==> config.mk <==
export PLATFORM = sky130hd
export DESIGN_NAME = gsm7_packed_hex_decoder
export DESIGN_NICKNAME = d
export VERILOG_FILES = /design/src/g7phd_pkg.sv /design/src/g7phd_unpack.sv /design/src/g7phd_queue.sv /design/src/gsm7_packed_hex_decoder.sv
export SDC_FILE = /design/constraint.sdc
export NUM_CORES = 1
export LEC_CHECK = 0
export BUFFER_PORTS_ARGS = -buffer_cell sky130_fd_sc_hd__buf_4
export CAP_MARGIN = 20
export CORE_ASPECT_RATIO = 1.25
export CORE_MARGIN = 4
export CORE_UTILIZATION = 57
export CTS_BUF_LIST = sky130_fd_sc_hd__clkbuf_16
export DETAILED_ROUTE_END_ITERATION = 16
export PLACE_DENSITY = 0.84
export SLEW_MARGIN = 0
export SYNTH_ARGS = -nofsm -noshare
export SYNTH_HDL_FRONTEND = slang
export SYNTH_HIERARCHICAL = 1
export SYNTH_SLANG_ARGS = --single-unit
==> constraint.sdc <==
create_clock -name clock -period 4.05 [get_ports clock]
set_input_delay 0 -clock clock [delete_from_list [all_inputs] [get_ports clock]]
set_output_delay 0 -clock clock [all_outputs]
set_load 0.02 [all_outputs]
==> src/g7phd_pkg.sv <==
// shared types, constants and decode functions for the gsm7 packed hex decoder
// no dependencies
package g7phd_pkg;

   localparam int QUEUE_DEPTH = 4;
   localparam int MAX_RESULTS = 3;

   localparam logic [6:0] SEPT_LF     = 7'h0a;
   localparam logic [6:0] SEPT_CR     = 7'h0d;
   localparam logic [6:0] SEPT_UNDER  = 7'h11;
   localparam logic [6:0] SEPT_DOLLAR = 7'h02;
   localparam logic [6:0] CHAR_UNDER  = 7'h5f;
   localparam logic [6:0] CHAR_DOLLAR = 7'h24;
   localparam logic [6:0] CHAR_QMARK  = 7'h3f;
   localparam logic [3:0] SEPT_BITS   = 4'd7;
   localparam logic [3:0] BYTE_BITS   = 4'd8;
   localparam logic [3:0] FULL_BITS   = 4'd14;

   typedef struct packed {
      logic [6:0] out_char;
      logic       is_status;
      logic       error;
      logic       last_result;
   } rsp_item_type;

   typedef struct packed {
      logic [1:0]                         count;
      rsp_item_type [MAX_RESULTS-1:0]     items;
   } push_type;

   typedef struct packed {
      logic       valid;
      logic [3:0] value;
   } hex_digit_type;

   function automatic hex_digit_type hex_decode(input logic [7:0] c);
      hex_digit_type d;
      d.valid = 1'b1;
      d.value = 4'd0;
      case (c) inside
         [8'h30:8'h39]: d.value = c[3:0];
         [8'h41:8'h46],
         [8'h61:8'h66]: d.value = 4'(c[3:0] + 4'd9);
         default:       d.valid = 1'b0;
      endcase
      return d;
   endfunction

   function automatic logic [6:0] map_septet(input logic [6:0] s);
      logic [6:0] r;
      r = CHAR_QMARK;
      case (s) inside
         SEPT_LF, SEPT_CR:                      r = s;
         SEPT_UNDER:                            r = CHAR_UNDER;
         SEPT_DOLLAR:                           r = CHAR_DOLLAR;
         [7'h20:7'h3f], [7'h41:7'h5a],
         [7'h61:7'h7a]:                         r = s;
         default:                               r = CHAR_QMARK;
      endcase
      return r;
   endfunction

endpackage

==> src/g7phd_unpack.sv <==
// nibble pairing, septet extraction and mapping for one hex character
// depends on g7phd_pkg
module g7phd_unpack
   import g7phd_pkg::*;
(
   input  logic       clock,
   input  logic       reset,
   input  logic       accept,
   input  logic [7:0] hex_char,
   input  logic       last_char,
   output push_type   push
);

   logic        nibble_pending_ff, nibble_pending_in;
   logic [3:0]  high_nibble_ff, high_nibble_in;
   logic [13:0] bit_accum_ff, bit_accum_in;
   logic [3:0]  bit_count_ff, bit_count_in;
   logic        error_seen_ff, error_seen_in;

   hex_digit_type digit;
   logic [7:0]    byte_val;
   logic [13:0]   acc;
   logic [3:0]    total;
   logic [1:0]    n;

   always_comb begin
      nibble_pending_in = nibble_pending_ff;
      high_nibble_in    = high_nibble_ff;
      bit_accum_in      = bit_accum_ff;
      bit_count_in      = bit_count_ff;
      error_seen_in     = error_seen_ff;
      digit             = hex_decode(hex_char);
      byte_val          = {high_nibble_ff, digit.value};
      acc               = bit_accum_ff | (14'(byte_val) << bit_count_ff[2:0]);
      total             = bit_count_ff + BYTE_BITS;
      n                 = 2'd0;
      push.items        = '0;

      if (!error_seen_ff) begin
         if (!digit.valid) begin
            error_seen_in = 1'b1;
         end else if (!nibble_pending_ff) begin
            high_nibble_in    = digit.value;
            nibble_pending_in = 1'b1;
         end else begin
            nibble_pending_in = 1'b0;
            push.items[0].out_char = map_septet(acc[6:0]);
            n = 2'd1;
            if (total == FULL_BITS) begin
               push.items[1].out_char = map_septet(acc[13:7]);
               n            = 2'd2;
               bit_accum_in = '0;
               bit_count_in = '0;
            end else begin
               bit_accum_in = acc >> 7;
               bit_count_in = total - SEPT_BITS;
            end
         end
      end

      if (last_char) begin
         push.items[n].out_char    = '0;
         push.items[n].is_status   = 1'b1;
         push.items[n].error       = error_seen_in | nibble_pending_in;
         push.items[n].last_result = 1'b1;
         n                 = n + 2'd1;
         nibble_pending_in = 1'b0;
         high_nibble_in    = '0;
         bit_accum_in      = '0;
         bit_count_in      = '0;
         error_seen_in     = 1'b0;
      end

      push.count = accept ? n : 2'd0;
   end

   always_ff @(posedge clock) begin
      if (reset) begin
         nibble_pending_ff <= 1'b0;
         high_nibble_ff    <= '0;
         bit_accum_ff      <= '0;
         bit_count_ff      <= '0;
         error_seen_ff     <= 1'b0;
      end else if (accept) begin
         nibble_pending_ff <= nibble_pending_in;
         high_nibble_ff    <= high_nibble_in;
         bit_accum_ff      <= bit_accum_in;
         bit_count_ff      <= bit_count_in;
         error_seen_ff     <= error_seen_in;
      end
   end

endmodule

==> src/g7phd_queue.sv <==
// four-entry shifting result queue, takes up to three results per cycle
// depends on g7phd_pkg
module g7phd_queue
   import g7phd_pkg::*;
(
   input  logic         clock,
   input  logic         reset,
   input  push_type     push,
   output logic         room,
   output logic         out_valid,
   input  logic         out_ready,
   output rsp_item_type out_item
);

   rsp_item_type [QUEUE_DEPTH-1:0] q_ff, q_in;
   logic [2:0] count_ff, count_in;
   logic [2:0] base;
   logic [2:0] off;
   logic       pop;

   assign out_valid = (count_ff != 3'd0);
   assign pop       = out_valid & out_ready;
   assign base      = count_ff - {2'b00, pop};
   assign room      = (base <= 3'(QUEUE_DEPTH - MAX_RESULTS));
   assign out_item  = q_ff[0];

   always_comb begin
      off = '0;
      for (int i = 0; i < QUEUE_DEPTH; i++) begin
         if (pop && i < QUEUE_DEPTH - 1) begin
            q_in[i] = q_ff[i+1];
         end else begin
            q_in[i] = q_ff[i];
         end
         off = 3'(i) - base;
         if (3'(i) >= base && off < {1'b0, push.count}) begin
            q_in[i] = push.items[off[1:0]];
         end
      end
      count_in = base + {1'b0, push.count};
   end

   always_ff @(posedge clock) begin
      q_ff <= q_in;
   end

   always_ff @(posedge clock) begin
      if (reset) begin
         count_ff <= '0;
      end else begin
         count_ff <= count_in;
      end
   end

endmodule

==> src/gsm7_packed_hex_decoder.sv <==
// top level of the gsm7 packed hex decoder: unpacker feeding a result queue
// depends on g7phd_pkg, g7phd_unpack, g7phd_queue
//
//   channel | direction | tdata               | tuser                    | tlast
//   req     | in        | [7:0] hex_char      | -                        | last_char
//   rsp     | out       | [6:0] out_char      | [0] is_status, [1] error | last_result
//
// one hex character is taken per cycle while req_tready is high; its zero to three
// results enter the four-entry queue at once and leave one per cycle from a register
// req_tready is high while the queue, after this cycle's pop, holds at most one result
// a character that yields one result or fewer sustains one transaction per cycle
// synchronous reset clears the decoder state and empties the queue
module gsm7_packed_hex_decoder
   import g7phd_pkg::*;
(
   input  logic       clock,
   input  logic       reset,
   input  logic       req_tvalid,
   output logic       req_tready,
   input  logic [7:0] req_tdata,   // [7:0] hex_char
   input  logic       req_tlast,
   output logic       rsp_tvalid,
   input  logic       rsp_tready,
   output logic [7:0] rsp_tdata,   // [6:0] out_char, [7] zero
   output logic [1:0] rsp_tuser,   // [0] is_status, [1] error
   output logic       rsp_tlast
);

   push_type     push;
   rsp_item_type head;
   logic         room;
   logic         accept;

   assign req_tready = room;
   assign accept     = req_tvalid & room;

   g7phd_unpack u_unpack (
      .clock     (clock),
      .reset     (reset),
      .accept    (accept),
      .hex_char  (req_tdata),
      .last_char (req_tlast),
      .push      (push)
   );

   g7phd_queue u_queue (
      .clock     (clock),
      .reset     (reset),
      .push      (push),
      .room      (room),
      .out_valid (rsp_tvalid),
      .out_ready (rsp_tready),
      .out_item  (head)
   );

   assign rsp_tdata = {1'b0, head.out_char};
   assign rsp_tuser = {head.error, head.is_status};
   assign rsp_tlast = head.last_result;

endmodule

==> qor.yml, run 1 <==
outcome: "finished, final reports clean"
cp_cell_sequence: "or3_2, nand2_1, inv_1, ha_1, ha_1, xor2_2, nor2_4, and2_1, and2_1, inv_1, ha_1, a211oi_1, nand2_1, buf_4, mux2_2"
row_count: 37
start_util_pct: 58.5
synth.cell_area_mm2: 0.00482
wl_met3_um: 544
n_fill_cell: 691
fp.coreArea_mm2: 0.00824
instances_no_fill: 642
yosysWarnings: 6
first_pass_iters: 8
crit_top_cell: "ha_1"
ys_seq_area_share_pct: 33.2
maxCapViolCount: 0
synth_ff_type: "edfxtp_1"
cp-start-kind: "flip-flop"
top_layer_used: "met4"
cp.arrival_ns: 3.89
whs_ns: 0.165
reg2reg_depth: 15
clock-sinks: 60
timing.final.crit_share_pct: 94.2
combPwrFrac_pct: 56.6
reg2reg_to: "u_queue/out_item[8]"
vias: 4001
place_ws_ns: 0.128
syn_avg_cell_area_um2: 9.26
hold_end: "u_unpack/error_seen_ff"
slowest_stage: "or3_2"
tightest_slew_ns: 0.747
hold_path.startpoint: "req_tvalid"
p_sw_share_pct: 38.6
grt_antenna_before_repair: 0
hold_class: "input pin to flip-flop"
criticalPathCategory: "flip-flop to flip-flop"
p_leak_nw: 2.26
p_per_area_mw_per_mm2: 866
die_area_mm2: 0.0100
p_total_mw: 4.66
slew_headroom_pct: 50.0
ant_nets: 0
crit_fanout: 10
dp_cells: 624
clk_pin_slew_ns: 0.05
synth_edf_count: 40
rr_startpoint: "u_queue/count_ff[2]"
num_antenna_cells: 0
max_stage_delay_ns: 0.49
pwr-share-clk_pct: 17.5
post_cts.repair.setup_buffers: 0
hold_path_depth: 4
r2r_slack_ns: 0.24
dp_hpwl_mm: 8.67
async_flop_share_pct: 0
cts_buffers: 9
grt_max_degree: 45
gp_congestion: 0.891
grt_pass1_vias: 4065
rsz0062_at_grt: "no"
final_nets: 572
min_period_ns: 3.81
p_switching_mw: 1.80
drt-met1-wl_mm: 4.39
overflow: 0
routed_wl_mm: 11.5
hold_violations: 0
wl_met2_mm: 6.02
fin_skew_ns: 0.00748
die_h_um: 111
worstSetupEndpointType: "flip-flop"
synthToLayoutAreaGrowth_pct: 11.5
cp_top_family: "simple AND/OR/NAND/NOR gates"
io_buffers: 24
grt_use_total_pct: 23.4
cts_tree: "built"
postSynthCellCount: 521
p_int_mw: 2.86
required_ns: 4.13
wl_per_cell_um: 17.9
worstSetupStartpoint: "u_queue/count_ff[2]"
insertion_delay_ns: 0.34
synth_seq_cells: 60
max_freq_ghz: 0.262
drive_gt1_share_pct: 24.8
cts.htree.levels: 3
first_iter_violations: 195
viasPerCell: 6.23
yosys.cell_types.count: 68
root_buffer: "clkbuf_16"
ir_drop_v: 0.000390
fin_tns_setup_ns: 0
die_w_um: 90.3
cts_max_path_buffers: 2
io_pins: 26
grt_pass1_wl_mm: 19.0
final-setup-viol-count: 0
drc: 0
path_buf_inv: 3
finalWorstSetupSlack_ns: 0.236
finalMaxSlewViolations: 0
seqPwrFrac_pct: 25.9
==> per-stage QoR <==
step	util, %	area, um2
after detailed placement	61.1	5030
after floorplan	-	4850
final	65.2	5380
after global placement	61.1	5030
after CTS	65.2	5370
after global routing	65.2	5380
==> power by group through the flow <==
| stage | combinational (mW) | sequential (mW) | clock [mW] |
|---|---|---|---|
| 2_1_floorplan | 2.08 | 1.18 | 0 |
| 3_3_place_gp | 2.47 | 1.20 | 0 |
| 3_5_place_dp | 2.57 | 1.22 | 0 |
| 4_1_cts | 2.61 | 1.21 | 0.829 |
| 5_1_grt | 2.85 | 1.23 | 0.858 |
| 6_report | 2.63 | 1.21 | 0.816 |
==> worst max path at each step <==
| stage | end | slack [ns] | depth (start not counted) |
|---|---|---|---|
| after floorplan | u_queue/out_item[0] | 0.03 | 17 |
| after global placement | u_queue/q_ff[15] | 0.20 | 15 |
| after detailed placement | u_queue/q_ff[18] | 0.13 | 16 |
| after CTS | u_queue/out_item[8] | 0.21 | 15 |
| after global routing | u_queue/out_item[4] | 0.04 | 14 |
| final | u_queue/out_item[8] | 0.24 | 15 |
==> routing by layer <==
| metal | vias to the layer above | track usage, % |
|---|---|---|
| met5 | - | 0 |
| met4 | 0 | 14.2 |
| met3 | 48 | 5.43 |
| met2 | 139 | 42.9 |
| met1 | 1902 | 23.9 |
| li1 | 1912 | - |
==> sequential cells by signal, indices dropped and copies added (netlist names) <==
name                        flops
u_queue/count_ff                3
u_queue/out_item               10
u_queue/q_ff                   30
u_unpack/bit_accum_ff           7
u_unpack/bit_count_ff           4
u_unpack/error_seen_ff          1
u_unpack/high_nibble_ff         4
u_unpack/nibble_pending_ff      1
==> placed cells by master, fill, tap and decap left out, drive strengths merged, types with 5 or more instances in the layout <==
| cell type | netlist | final |
|---|---|---|
| mux2i | 13 | 13 |
| or2 | 7 | 7 |
| o22ai | 5 | 5 |
| dfxtp | 20 | 20 |
| buf | 29 | 46 |
| a22o | 5 | 5 |
| a21oi | 33 | 33 |
| nor3 | 16 | 16 |
| o31ai | 5 | 5 |
| nand2b | 8 | 8 |
| a21o | 5 | 5 |
| o2bb2ai | 11 | 11 |
| nand2 | 52 | 52 |
| clkbuf | 17 | 9 |
| edfxtp | 40 | 40 |
| a211oi | 7 | 7 |
| nor2 | 53 | 53 |
| o21ai | 24 | 24 |
| conb | 2 | 8 |
| nand3 | 8 | 8 |
| and2 | 9 | 9 |
| mux2 | 53 | 53 |
| inv | 23 | 23 |
| ha | 18 | 18 |
==> timing repair <==
item,4_1_cts,5_1_grt
setup endpoints to repair,0,11
hold endpoints to repair,9,0
hold buffers,2,0
gates resized for setup,0,1
==> synth_stat cells, types with 3 or more instances <==
cell type	instances	area, um2
clkbuf_1	17	63.8
or2_2	6	37.5
nand2b_1	8	50.1
a22o_1	5	43.8
o221ai_1	3	26.3
o22ai_1	5	31.3
dfxtp_1	20	400
ha_1	18	225
xnor2_1	4	35.0
nor2_1	52	195
a22oi_1	3	22.5
mux2i_1	13	130
o22a_1	3	26.3
nand2_1	52	195
mux2_4	18	270
a221oi_1	4	35.0
and2_1	9	56.3
a21oi_1	33	165
a21o_1	5	37.5
mux2_2	34	383
inv_1	22	82.6
o21ai_0	21	105
a211oi_1	7	52.6
o31ai_1	5	37.5
nand3_1	7	35.0
edfxtp_1	40	1200
nor3_1	16	80.1
nor4b_1	3	26.3
nor2b_1	4	25.0
buf_4	26	195
o2bb2ai_1	11	96.3
==> cells by family after synthesis <==
kind of cell / share of synthesized area [%]
AND/OR/NAND/NOR: 16.8
XOR/XNOR: 1.06
adder cells (fa/ha/maj): 5.09
multiplexers: 17.4
other: 0.156
buffers and inverters: 7.91
AO/OA/AOI/OAI: 18.4
flip-flops: 33.2
==> layout make-up <==
type / instances / area, um2 / area share (%)
repair buffers: 48 / 378 / 7.03
multi-input cells: 398 / 2870 / 53.4
flip-flops and latches: 60 / 1600 / 29.8
well taps: 97 / 121 / 2.26
inverters: 23 / 86.3 / 1.61
clock inverters: 7 / 91.3 / 1.70
clock buffers: 9 / 225 / 4.19
==> worst reg2reg max path: stages, from the launching register on <==
cell and delay [ns]:
dfxtp_1 0.33, or3_2 0.49, nand2_1 0.14, inv_1 0.08, ha_1 0.19, ha_1 0.21
xor2_2 0.39, nor2_4 0.08, and2_1 0.17, and2_1 0.19, inv_1 0.14, ha_1 0.25
a211oi_1 0.26, nand2_1 0.15, buf_4 0.20, mux2_2 0.29
No activity file was read; power rests on OpenSTA's default activity.
==> inputs of run 2 (changes only) <==
Settings changed: CORE_ASPECT_RATIO 1.25 to 0.9, CORE_UTILIZATION 57 to 65, PLACE_DENSITY 0.84 to 0.9.
Clock period 4.05 ns to 4.7 ns, I/O delays scaled along.
==> run 2 against run 1 <==
  * Sequential cell count unchanged
  * Clock skew is 0.0016 ns lower
  * Sequential power fell by 13%
  * Register-to-register slack is essentially flat
  * Combinational power decreased by 13%
  * Cell count shrank 2.8%
  * Via count grew 4.7%
  * Count of clock-buffer cells in the layout unchanged
  * Power fell by 13%
  * Die area shrank 11%
  * Critical path type is now input pin to flip-flop
  * Largest power group unchanged
  * Highest routed layer unchanged
==> qor.yml, run 2 (synthesized netlist as in run 1, its figures left out) <==
grt_pass1_vias: 3905  # -3.9%
outcome: "finished, final reports clean"
clk_pin_slew_ns: 0.05  # about the same
r2r_slack_ns: 0.24  # about the same
vias: 4191  # +4.7%
cp_cell_sequence: "buf_4, or4b_1, a311oi_4, nor2_1, nor2_1, and2_1, nand2_1, ha_1, nand2_1, o21ai_0, and2_1, inv_1, ha_1, a211oi_1, nand2_1, nand2_1"
gp_congestion: 0.979  # +9.9%
whs_ns: 0.0103  # -0.154 ns
fp.coreArea_mm2: 0.00715  # -13%
final_nets: 558  # -2.4%
first_pass_iters: 6  # -2
max_stage_delay_ns: 0.60  # +0.11 ns
synthToLayoutAreaGrowth_pct: 9.06
die_h_um: 89.7  # -19%
grt_max_degree: 45  # unchanged
rr_startpoint: "u_queue/count_ff[2]"
cts_buffers: 9  # unchanged
start_util_pct: 67.5  # +8.9 points
n_fill_cell: 453  # -34%
fin_tns_setup_ns: 0  # unchanged
reg2reg_depth: 14  # -1
ant_nets: 0  # unchanged
io_buffers: 24  # unchanged
instances_no_fill: 624  # -2.8%
cp-start-kind: "input pin"
path_buf_inv: 2  # -1
endpoint: "u_queue/out_item[6]"
worstSetupEndpointType: "flip-flop"
post_cts.repair.setup_buffers: 0  # unchanged
wl_per_cell_um: 21.1  # +17%
drive_gt1_share_pct: 23.0  # -1.8 points
required_ns: 4.69  # +0.56 ns
finalWorstSetupSlack_ns: 0.184  # -0.0521 ns
hold_violations: 0  # unchanged
dp_hpwl_mm: 9.06  # +4.5%
crit_fanout: 11  # +1
grt_most_used_layer: "met2"
die_w_um: 98.8  # +9.4%
insertion_delay_ns: 0.34  # about the same
grt_antenna_before_repair: 0  # unchanged
grt_use_total_pct: 29.4  # +5.9 points
p_per_area_mw_per_mm2: 772  # -11%
final_cell_mix: "nand2_1, nor2_1, edfxtp_1"
place_ws_ns: 0.0997  # -0.0287 ns
timing.final.crit_share_pct: 96.1
gr-usage-met2_pct: 45.5  # +2.7 points
overflow: 0  # unchanged
p_total_mw: 4.06  # -13%
maxCapViolCount: 0  # unchanged
rsz0062_at_grt: "no"
tightest_slew_ns: 0.883  # +0.137 ns
drc: 0  # unchanged
crit_top_cell: "nand2_1"
io_pins: 26  # unchanged
clock-sinks: 60  # unchanged
final-setup-viol-count: 0  # unchanged
largest_reg_flops: 30  # unchanged
cts.htree.levels: 3  # unchanged
reg2reg_to: "u_queue/out_item[6]"
cp.arrival_ns: 4.51  # +0.62 ns
dp_cells: 607  # -2.7%
cts_tree: "built"
fin_skew_ns: 0.00590  # -0.00158 ns
die_area_mm2: 0.00886  # -11%
num_antenna_cells: 0  # unchanged
hold_path.startpoint: "req_tlast"
max_freq_ghz: 0.221
p_leak_nw: 2.20  # -2.8%
finalMaxSlewViolations: 0  # unchanged
viasPerCell: 6.72  # +7.8%
hold_class: "input pin to flip-flop"
worstSetupStartpoint: "req_tdata[3]"
criticalPathCategory: "input pin to flip-flop"
use_met1_pct: 40.2  # +16 points
met3_usage_pct: 8.51  # +3.1 points
cp_top_family: "simple AND/OR/NAND/NOR gates"
root_buffer: "clkbuf_16"
first_iter_violations: 565  # +190%
row_count: 29  # -22%
slowest_stage: "or4b_1"
regMostFlops: "u_queue/q_ff"
grt_pass1_wl_mm: 20.6  # +8.1%
min_period_ns: 4.52
crit_cells: 16  # +1
ir_drop_v: 0.000397  # +1.8%
routed_wl_mm: 13.1  # +14%
cts_max_path_buffers: 2  # unchanged
slew_headroom_pct: 41.1  # -8.9 points
## run 2: worst min path at each step
stage / slack (ns) / endpoint / cells after the start
3_3_place_gp: 0.26 / u_queue/count_ff[0] / 2
2_1_floorplan: 0.07 / u_queue/count_ff[0] / 1
4_1_cts: 0.0001 / u_unpack/error_seen_ff / 2
6_report: 0.01 / u_unpack/error_seen_ff / 2
5_1_grt: 0.007 / u_unpack/error_seen_ff / 2
3_5_place_dp: 0.26 / u_queue/count_ff[2] / 2
## run 2: final cells by class
type	instances	area (um2)	share of cell area (%)
Clock buffer	9	225	4.28
Clock inverter	7	98.8	1.88
Inverter	23	86.3	1.64
Multi-Input combinational cell	398	2870	54.6
Sequential cell	60	1600	30.5
Tap cell	93	116	2.21
Timing Repair Buffer	34	258	4.90
## run 2: per-layer routing
layer	vias to the layer above	part of all wire [%]
met5	-	0
met4	0	2.3
met3	40	12
met2	312	45
met1	1955	41
li1	1884	-
## run 2: timing repair
action,4_1_cts,5_1_grt
setup endpoints to repair,0,10
hold buffers,1,0
endpoints found under the hold margin,9,0
resized for setup,0,1
## run 2: power breakdown
part           switching, mW  leakage (nW)  internal [mW]  total, mW
clock                  0.258         0.156          0.467      0.726
sequential            0.0859         0.541          0.964       1.05
combinational           1.32          1.50          0.957       2.28
total                   1.67          2.20           2.39       4.06
## run 2: per-stage QoR
stage                     util (%)  cell area, um2
final                         73.6            5260
after global routing          73.6            5260
after CTS                     73.4            5250
after detailed placement      68.7            4910
after global placement        68.7            4910
after floorplan                  -            4840
==> inputs of run 3 (changes only) <==
--- a/config.mk
+++ b/config.mk
@@ -12,3 +12,3 @@
 export CORE_UTILIZATION = 65
-export CTS_BUF_LIST = sky130_fd_sc_hd__clkbuf_16
+export CTS_BUF_LIST = sky130_fd_sc_hd__clkbuf_8
 export DETAILED_ROUTE_END_ITERATION = 16
--- a/constraint.sdc
+++ b/constraint.sdc
@@ -3,2 +3,2 @@
 set_output_delay 0 -clock clock [all_outputs]
-set_load 0.02 [all_outputs]
+set_load 0.1 [all_outputs]
==> run 3 against run 2 <==
  * Cell count is 0.16% higher
  * Die area stayed put
  * Core utilization is 1.7 points lower
==> qor.yml, run 3 (synthesized netlist as in run 1, its figures left out) <==
cts_buffers: 9  # unchanged
row_count: 29  # unchanged
ant_nets: 0  # unchanged
cts_tree: "built"
cts.htree.levels: 3  # unchanged
num_antenna_cells: 0  # unchanged
crit_fanout: 20  # +9
worstSetupEndpointType: "flip-flop"
fp.coreArea_mm2: 0.00715  # unchanged
final_nets: 559  # +0.18%
die_area_mm2: 0.00886  # unchanged
met3_usage_pct: 6.97  # -1.5 points
use_met1_pct: 39.1  # -1.1 points
cts_max_path_buffers: 2  # unchanged
synthToLayoutAreaGrowth_pct: 6.54
first_iter_violations: 515  # -8.8%
final-setup-viol-count: 0  # unchanged
slew_headroom_pct: 35.7  # -5.4 points
p_total_mw: 4.15  # +2.2%
die_h_um: 89.7  # unchanged
final_cell_mix: "nand2_1, nor2_1, edfxtp_1"
min_period_ns: 4.34  # -0.180 ns
start_util_pct: 67.5  # unchanged
die_w_um: 98.8  # unchanged
vias: 4126  # -1.6%
fin_skew_ns: 0.0106  # +0.00468 ns
clk_pin_slew_ns: 0.08  # +0.03 ns
ir_drop_v: 0.000510  # +29%
overflow: 0  # unchanged
tightest_slew_ns: 0.961  # +0.0776 ns
grt_max_degree: 45  # unchanged
finalMaxSlewViolations: 0  # unchanged
regMostFlops: "u_queue/q_ff"
viasPerCell: 6.60  # -1.7%
gp_congestion: 0.999  # +2.1%
hold_path_depth: 3  # +1
cp.arrival_ns: 4.34  # -0.17 ns
insertion_delay_ns: 0.34  # about the same
cp-start-kind: "flip-flop"
reg2reg_depth: 14  # unchanged
routed_wl_mm: 12.5  # -5.2%
grt_pass1_wl_mm: 19.6  # -4.8%
first_pass_iters: 6  # unchanged
timing.final.crit_share_pct: 92.3  # -3.8 points
root_buffer: "clkbuf_8"
grt_pass1_vias: 3782  # -3.1%
p_per_area_mw_per_mm2: 807  # +4.6%
dp_hpwl_mm: 8.87  # -2.1%
rsz0062_at_grt: "no"
grt_most_used_layer: "met2"
grt_use_total_pct: 27.7  # -1.7 points
grt_antenna_before_repair: 0  # unchanged
max_freq_ghz: 0.231  # +4.1%
p_leak_nw: 2.15  # -2.1%
criticalPathCategory: "flip-flop to flip-flop"
drc: 0  # unchanged
drive_gt1_share_pct: 22.9  # -0.043 points
gr-usage-met2_pct: 41.4  # -4.1 points
largest_reg_flops: 30  # unchanged
post_cts.repair.setup_buffers: 0  # unchanged
fin_tns_setup_ns: 0  # unchanged
hold_violations: 0  # unchanged
io_pins: 26  # unchanged
maxCapViolCount: 0  # unchanged
clock-sinks: 60  # unchanged
required_ns: 4.70  # about the same
hold_class: "input pin to flip-flop"
wl_per_cell_um: 19.9  # -5.3%
io_buffers: 24  # unchanged
outcome: "finished, final reports clean"
==> run 3: changes by cell type in the layout (fill, tap and decap cells not counted), sizes merged <==
| cell | previous run | this run |
|---|---|---|
| clkinv | 2 | 4 |
| bufinv | 2 | 1 |
| clkinvlp | 1 | 0 |
| dlygate4sd3 | 1 | 2 |
==> run 3: repair_timing <==
action,CTS,global route
endpoints found under the hold margin,9,0
resized for setup,0,0
setup endpoints to repair,0,0
hold buffers,2,0
==> run 3: stage by stage <==
step | hold slack, ns | setup slack (ns) | cell area (um2) | utilization, % | std cells
after global routing | 0.216 | 0.0309 | 5140 | 71.9 | 625
after CTS | 0.173 | 0.432 | 5140 | 71.9 | 625
after global placement | 0.256 | 0.601 | 4920 | 68.8 | 607
after floorplan | 0.0667 | 0.00589 | 4850 | - | 527
final | 0.192 | 0.364 | 5140 | 71.9 | 625
after detailed placement | 0.265 | 0.363 | 4920 | 68.8 | 607
==> run 3: final cells by class <==
type / count / area [um2]
Multi-Input combinational cell: 398 / 2870
Fill cell: 477 / 2010
Sequential cell: 60 / 1600
Timing Repair Buffer: 35 / 268
Clock buffer: 9 / 124
Tap cell: 93 / 116
Inverter: 23 / 86.3
Clock inverter: 7 / 75.1
==> run 3: worst max-delay path, stage by stage, from the launching register on <==
cell      delay [ns]
dfxtp_1         0.81
inv_1           0.40
ha_1            0.32
nand2_1         0.07
or2_2           0.12
nand2_1         0.12
ha_1            0.32
nand2_1         0.04
o21ai_0         0.07
and2_1          0.25
inv_1           0.11
ha_1            0.30
a211oi_1        0.29
nand2_1         0.34
nand2_1         0.44
==> run 3: final timing paths <==
path	from	end	slack [ns]
worst max-delay path	u_unpack/bit_count_ff[0]	u_queue/out_item[6]	0.36
worst min-delay path	req_tvalid	u_unpack/error_seen_ff	0.19
worst max register to register	u_unpack/bit_count_ff[0]	u_queue/out_item[6]	0.36
worst min register to register	u_unpack/bit_accum_ff[3]	u_unpack/bit_accum_ff[3]	0.47
==> run 3: where the power goes <==
part           switching [mW]  internal [mW]  leakage (nW)
registers              0.0784          0.963         0.541
logic                    1.68          0.954          1.50
clock network           0.227          0.248         0.104
==> run 3: routing by layer <==
| metal | vias up | part of all wire [%] |
|---|---|---|
| li1 | 1882 | - |
| met1 | 1909 | 41 |
| met2 | 292 | 44 |
| met3 | 43 | 12 |
| met4 | 0 | 2.9 |
| met5 | - | 0 |
